File: src/hw/rtl/rbpd_pkg.sv
// Shared types and constants of the packet deframer.
`timescale 1ns / 1ps
`default_nettype none
package rbpd_pkg;

    typedef enum logic [1:0] {
        OP_PUSH  = 2'd0,
        OP_QUERY = 2'd1,
        OP_READ  = 2'd2,
        OP_SKIP  = 2'd3
    } t_op;

    localparam logic [2:0] REG_MARKER_MAIN    = 3'd0;
    localparam logic [2:0] REG_MARKER_SYNC    = 3'd1;
    localparam logic [2:0] REG_FRAME_OVERHEAD = 3'd2;
    localparam logic [2:0] REG_LENGTH_OFFSET  = 3'd3;
    localparam logic [2:0] REG_MAX_PACKET_LEN = 3'd4;

    typedef struct packed {
        t_op         op;
        logic [7:0]  data_byte;
        logic        burst_first;
        logic [11:0] burst_len;
    } t_cmd;

    typedef struct packed {
        logic [7:0] marker_main;
        logic [7:0] marker_sync;
        logic [6:0] frame_overhead;
        logic [5:0] length_offset;
        logic [6:0] max_packet_len;
    } t_cfg;

    typedef struct packed {
        logic        status;
        logic [6:0]  pkt_len;
        logic [7:0]  out_byte;
        logic        byte_valid;
        logic        last;
        logic [11:0] dropped_count;
        logic [11:0] fill_level;
    } t_res;

endpackage
`default_nettype wire

File: src/hw/rtl/rbpd_front.sv
// Request queue: accepts and classifies requests ahead of the engine.
`timescale 1ns / 1ps
`default_nettype none
module rbpd_front import rbpd_pkg::*; (
    input  wire logic        i_clk,
    input  wire logic        i_rst_n,
    input  wire logic        push,
    output logic             full,
    input  wire logic [1:0]  i_req_type,
    input  wire logic [7:0]  i_data_byte,
    input  wire logic        i_burst_first,
    input  wire logic [11:0] i_burst_len,
    output logic             o_cmd_valid,
    output t_cmd             o_cmd,
    input  wire logic        i_cmd_pop
);
    t_cmd        r_q [4];
    logic [1:0]  r_wr;
    logic [1:0]  r_rd;
    logic [2:0]  r_cnt;
    logic        wr_en;
    logic        rd_en;
    t_cmd        cmd_in;

    always_comb begin
        cmd_in.op          = t_op'(i_req_type);
        cmd_in.data_byte   = i_data_byte;
        cmd_in.burst_first = i_burst_first;
        cmd_in.burst_len   = i_burst_len;
    end

    assign full        = (r_cnt == 3'd4);
    assign wr_en       = push && !full;
    assign o_cmd_valid = (r_cnt != 3'd0);
    assign rd_en       = i_cmd_pop && o_cmd_valid;
    assign o_cmd       = r_q[r_rd];

    always_ff @(posedge i_clk) begin
        if (wr_en) begin
            r_q[r_wr] <= cmd_in;
        end
        if (!i_rst_n) begin
            r_wr  <= '0;
            r_rd  <= '0;
            r_cnt <= '0;
        end else begin
            if (wr_en) r_wr <= r_wr + 2'd1;
            if (rd_en) r_rd <= r_rd + 2'd1;
            r_cnt <= r_cnt + {2'b00, wr_en} - {2'b00, rd_en};
        end
    end
endmodule
`default_nettype wire

File: config.mk
export PLATFORM = sky130hd
export DESIGN_NAME = rbpd_front
export DESIGN_NICKNAME = d
export VERILOG_FILES = /design/src/hw/rtl/rbpd_pkg.sv /design/src/hw/rtl/rbpd_front.sv
export SDC_FILE = /design/constraint.sdc
export NUM_CORES = 1
export LEC_CHECK = 0
export ABC_AREA = 1
export BUFFER_PORTS_ARGS = -buffer_cell sky130_fd_sc_hd__buf_2
export CAP_MARGIN = 15
export CORE_MARGIN = 2
export CORE_UTILIZATION = 44
export CTS_CLUSTER_SIZE = 20
export DETAILED_ROUTE_END_ITERATION = 6
export GPL_ROUTABILITY_DRIVEN = 1
export GPL_TIMING_DRIVEN = 1
export PLACE_DENSITY = 0.68
export SLEW_MARGIN = 30
export SYNTH_ARGS = -nofsm -noshare
export SYNTH_HDL_FRONTEND = slang
export SYNTH_SLANG_ARGS = --single-unit
File: constraint.sdc
create_clock -name i_clk -period 3.8 [get_ports i_clk]
set_input_delay 0.19 -clock i_clk [delete_from_list [all_inputs] [get_ports i_clk]]
set_output_delay 0.19 -clock i_clk [all_outputs]
set_load 0.03 [all_outputs]
==> metrics.txt, run 1 <==
Max Slew Vio Count=0; GRT Util Overall=about 15%; Max-cap violations=0; final WL=around 7.3 mm; Final setup viols=0; postcts setup bufs=0; outcome=complete, no violations; FFs w/ async S/R, synth=0%; Mapped Cells=between 200 and 300; Nets=around 380; Initial Util=between 40% and 50%; I/O Buffers=around 50; width of the die=roughly 100 um; WL/cell=15.29 um; commonest non-fill, non-tap cell in the layout=edfxtp_1; pin count of the biggest net entering global routing=48; Setup CP Type=reg -> out; hold_buf cts=0; H-tree depth=3; Seq/Total Area, Yosys=70.15%; Post-CTS Resized=0; Ports=between 50 and 60; startpoint types=flop; RSZ-0062 raised after global routing=false; fraction of layout cells with a size suffix above 1=between 40% and 50%; Site Rows=35; ANT cells=0; hold depth=1; Worst Hold Path EP=r_q[0][17]; Hold Violations, Final=0; root buffer cell=clkbuf_8; Rel. slew slack=about two fifths; clk_lat worst skew=370 ps; DR pass1 iterations=4; CORE AREA=roughly 9200 um2; Least-Margin Pin Slew=913.7 ps; VDD IR max=0.0003680 V; Power Density=661.0 nW/um2; via-per-instance ratio=4.912; post-DP HPWL=around 4.3 mm; Mapped Area=4195 um2; Hold WC Path Type=in -> reg; Max clock buf depth=2; Max Freq=roughly 0.41 GHz; number of global-route vias before repair=2,221; leakage dissipation=1.702 nW; via count=2,333; syn avg cell area=14.57 um2; Yosys warnings=0; Crit Reg-Reg Endpoint=r_cnt[2]; CP endpoint kind=output port; die area=between 10,000 and 15,000 um2; Final period util=about 64%; Critical Path AT=2240 ps; GPL Wtd Cong=0.7306; setup TNS=0 ps; most frequent cells in the layout=edfxtp_1 (92), buf_2 (51), nor2_1 (30), nor2_2 (27), o22ai_2 (23); Post-synth EDFFs=92; Worst Skew=a little over 10 ps; first-pass GRT wire length=~12 mm; R2R setup slack=approximately 1700 ps; Synthesized Nets=322; gr ovfl total=0; synthesized flop and latch total=around 100; DR DRC count=0; antenna violation net count after detailed routing=0; DIE HEIGHT=~100 um; FF-to-FF Start=r_cnt[1]; clock buffer count from CTS=9; Distinct cells, synth=25; Design Area, Final=roughly 4700 um2; Clock Sinks=a little over 100; CP Max Fanout=24; Clock transition at path regs=between 100 and 150 ps; Placed Instance Area=approximately 4500 um2; Req. time, crit path=3610 ps; Main synth FF type=edfxtp_1; CTS tree=done; Tmin final=2434 ps; antenna violations before repair=1; DR iter-0 viols=roughly 110; hold wc startpoint=i_data_byte[4]; Reg2Reg Depth=10; Syn-to-layout area delta=13.15%
[metal layers]
metal | wire, um | share of wire (%) | track usage [%] | vias to the layer above
met2 | 3514 | 48 | 24.04 | 39
met3 | 360 | 5.0 | 5.245 | 14
met4 | 149 | 2.1 | 6.237 | 2
met5 | 13 | 0.18 | 0 | -
met1 | 3226 | 44 | 19.51 | 1130
li1 | - | - | - | 1148
[cells in the mapped netlist (3+ instances only)]
library cell   n  area [um2]
a21oi_1        4       20.02
buf_2          6       30.03
buf_8          3       45.04
dfxtp_1        9       180.2
edfxtp_1      92        2763
ha_1           6       75.07
inv_1         14       52.55
nand2_1       11       41.29
nand3_1        3       15.01
nor2_1        34       127.6
nor2_2        23       143.9
o21ai_0       22       110.1
o21ai_1        8       40.04
o21ai_2       17       148.9
o22ai_2       23       287.8
[stage by stage]
stage / util, % / cells / power, mW / hold WS, ps / setup WS (ps)
2_1_floorplan: - / 288 / 2.253 / 287.6 / 1708
3_3_place_gp: 49.14 / 459 / 2.460 / 403.9 / 1763
3_5_place_dp: 49.14 / 459 / 2.482 / 408.8 / 1716
4_1_cts: 51.37 / 475 / 3.169 / 13.80 / 1324
5_1_grt: 51.37 / 475 / 3.314 / 4.862 / 1151
6_report: 51.37 / 475 / 3.138 / 21.78 / 1366
[critical path, stage by stage (launching register included)]
cell	delay (ps)
dfxtp_1	870
inv_2	500
o21ai_0	220
o22ai_2	90
buf_2	180
[registers in the layout (all words and copies together), names as in the netlist, named ones only]
| signal | count |
|---|---|
| r_q | 92 |
| r_rd | 2 |
| r_cnt | 3 |
| r_wr | 2 |
[report_power, final]
part	switching, mW	total (mW)	internal, mW
clock network	0.384	0.699	0.315
registers	0.106	1.46	1.36
logic	0.669	0.976	0.307
[area by class of cell]
cell class	instances	area, um2
Multi-Input combinational cell	157	1079
Tap cell	129	161.4
Timing Repair Buffer	55	285.3
Clock buffer	9	123.9
Fill cell	788	4493
Clock inverter	7	82.58
Sequential cell	101	2944
Inverter	17	71.32
[worst max-delay path by stage]
stage	depth (start not counted)	slack, ps	endpoint	start
6_report	4	1370	o_cmd[18]	flop
5_1_grt	4	1150	o_cmd[18]	flop
4_1_cts	4	1320	o_cmd[18]	flop
3_5_place_dp	10	1720	r_cnt[2]	r_cnt[1]
3_3_place_gp	4	1760	o_cmd[0]	flop
2_1_floorplan	4	1710	r_q[0][0]	r_cnt[1]
[cells by family after synthesis]
group / after synthesis / share of synthesized area, %
compound gates: 76 / 14.82
fa+ha+maj: 7 / 2.267
buf+inv: 30 / 4.384
flops: 101 / 70.15
simple gates: 74 / 8.380
(Power assumes the default switching activity.)
==> inputs of run 2 (changes only) <==
Settings changed: PLACE_DENSITY 0.68 to 0.71.
Clock period 3.8 ns to 2.2 ns, I/O delays scaled along.
==> run 2 against run 1 <==
Compared with the run above:
- cell area increased by 4.9%
- hold slack improved by 7.3 ps
- sequential cell count unchanged
- die area unchanged
- non-clock buffer count increased by 27
- register-to-register slack got worse by 1400 ps
- cell count increased by 5.5%
- core utilization increased by 2.5 points
- wire length increased by 1.1%
- count of clock-buffer cells in the layout unchanged
- first-iteration DRC count increased by 8.6%
- sequential share of layout area decreased by 2.9 points
- highest routed layer is now met4
==> metrics.txt, run 2 (synthesis gave the netlist of run 1 again) <==
via count=2,430 (was 2,333); startpoint types=flop (unchanged); width of the die=101.6 um (unchanged); GPL Wtd Cong=0.7095 (was 0.7306); Initial Util=45.40% (unchanged); Rel. slew slack=59.61% (was 39.08%); final worst setup slack=295.5 ps (was 1366 ps); DR iter-0 viols=114 (was 105); via-per-instance ratio=4.850 (was 4.912); Worst Skew=16.77 ps (was 10.11 ps); GRT Util Overall=14.80% (was 15.29%); Syn-to-layout area delta=18.70% (was 13.15%); ANT cells=0 (unchanged); Flop pwr share=46.3% (was 46.6%); CTS tree=done (unchanged); WL/cell=14.65 um (was 15.29 um); Max clock buf depth=2 (unchanged); Site Rows=35 (unchanged); root buffer cell=clkbuf_8 (unchanged); clk_lat worst skew=360 ps (was 370 ps); Max Slew Vio Count=0 (unchanged); outcome=complete, no violations (unchanged); CP endpoint kind=flop (was output port); Ports=52 (unchanged); Clock transition at path regs=100 ps (was 110 ps); Setup WS pre-CTS=279.8 ps (was 1716 ps); Final period util=between 80% and 90%; fraction of layout cells with a size suffix above 1=39.78% (was 41.91%); CP Max Fanout=6 (was 24); antenna violation net count after detailed routing=0 (unchanged); Least-Margin Pin Slew=605.0 ps (was 913.7 ps); CORE AREA=9240 um2 (unchanged); antenna violations before repair=0 (was 1); pin count of the biggest net entering global routing=47 (was 48); RSZ-0062 raised after global routing=false (unchanged); Logic pwr share=33.7% (was 31.1%); number of global-route vias before repair=2,371 (was 2,221); leakage dissipation=1.806 nW (was 1.702 nW); Critical Path AT=2160 ps (was 2240 ps); H-tree depth=3 (unchanged); hold wc startpoint=i_rst_n (was i_data_byte[4]); post-DP HPWL=4.359 mm (was 4.266 mm); clock buffer count from CTS=9 (unchanged); gr ovfl total=0 (unchanged); Hold WC Path Type=in -> reg (unchanged); switching part of the total=37.27% (was 36.95%); Nets=402 (was 375); Clock Sinks=101 (unchanged); number of flip-flops in the largest register=92 (unchanged); Max-cap violations=0 (unchanged); commonest non-fill, non-tap cell in the layout=edfxtp_1 (unchanged); VDD IR max=0.0006957 V (was 0.0003680 V); FF-to-FF Start=r_cnt[1] (unchanged); biggest regs=r_q x92, r_cnt x3 (unchanged); final WL=7.342 mm (was 7.264 mm); Final setup viols=0 (unchanged); Power Density=1072 nW/um2 (was 661.0 nW/um2); Setup CP Type=reg -> reg (was reg -> out); Sw Pwr=1.990 mW (was 1.159 mW); clock share of power=20.1% (was 22.3%); DR pass1 iterations=4 (unchanged); I/O Buffers=51 (unchanged); Req. time, crit path=2460 ps (was 3610 ps); first-pass GRT wire length=11.45 mm (was 11.51 mm); Max Freq=roughly 0.53 GHz; postcts setup bufs=0 (unchanged); DIE HEIGHT=101.6 um (unchanged); DR DRC count=0 (unchanged); most frequent cells in the layout=edfxtp_1 (92), buf_2 (51), nor2_1 (30), nor2_2 (27) (was edfxtp_1 (92), buf_2 (51), nor2_1 (30), nor2_2 (27), o22ai_2 (23)); Largest Register=r_q (unchanged); Tmin final=between 1500 and 2000 ps; Hold Violations, Final=0 (unchanged); Critical Path Start=r_cnt[1]; internal power=3.349 mW (was 1.978 mW); die area=10,330 um2 (unchanged); setup TNS=0 ps (unchanged)
[run 2: cell types whose count changed in the layout (fill, tap and decap cells not counted)]
| cell | previous run | this run |
|---|---|---|
| inv_8 | 1 | 2 |
| buf_4 | 4 | 8 |
| dlygate4sd3_1 | 0 | 23 |
| bufinv_16 | 1 | 0 |
| clkinv_4 | 3 | 2 |
[run 2: path summary, 6_finish.rpt]
path	cells after the start	to	slack, ps
max reg2reg	10	r_cnt[2]	300
min	3	r_cnt[1]	30
max	10	r_cnt[2]	300
min reg2reg	2	r_rd[0]	520
[run 2: layout make-up]
| type | count | area (um2) |
|---|---|---|
| sequential | 101 | 2944 |
| clock buffer | 9 | 123.9 |
| timing repair buffer | 82 | 545.5 |
| inverter | 17 | 71.32 |
| multi-input combinational | 157 | 1079 |
| tap | 129 | 161.4 |
| clock inverter | 6 | 55.05 |
| fill | 758 | 4260 |
[run 2: through the flow]
step           utilization (%)  total power [mW]  std cells  hold slack (ps)  instance area, um2
4_1_cts                  53.89             5.399        501            22.09                4980
6_report                 53.89             5.339        501            29.04                4980
3_5_place_dp             49.47             4.307        463            330.2                4571
2_1_floorplan                -             3.892        288            207.6                4195
5_1_grt                  53.89             5.647        501            30.57                4980
3_3_place_gp             49.47             4.267        463            321.5                4571
[run 2: layer usage]
layer / routed length, um / track usage [%]
met1: 2995 / 16.50
met3: 278 / 3.589
met2: 3913 / 26.67
met4: 155 / 6.653
met5: 0 / 0
[run 2: worst max-delay path: stages (launching register included)]
cell     delay (ps)
dfxtp_1         460
nor2_4           80
nand2_2         110
nand2_1          90
ha_1            290
inv_1            50
ha_1            130
inv_1            50
fa_1            370
o21ai_1         140
nor2_1           50
[run 2: timing repair]
| action | in CTS | in global routing |
|---|---|---|
| hold buffers | 23 | 0 |
| gates resized for setup | 0 | 0 |
| setup endpoints to repair | 0 | 0 |
| hold endpoints to repair | 92 | 0 |
[run 2: power groups by stage]
stage / Sequential (mW) / Combinational, mW / Clock, mW
global route: 2.49 / 1.97 / 1.18
finish: 2.47 / 1.80 / 1.07
detailed placement: 2.52 / 1.79 / 0
global placement: 2.51 / 1.76 / 0
CTS: 2.47 / 1.83 / 1.10
floorplan: 2.47 / 1.42 / 0
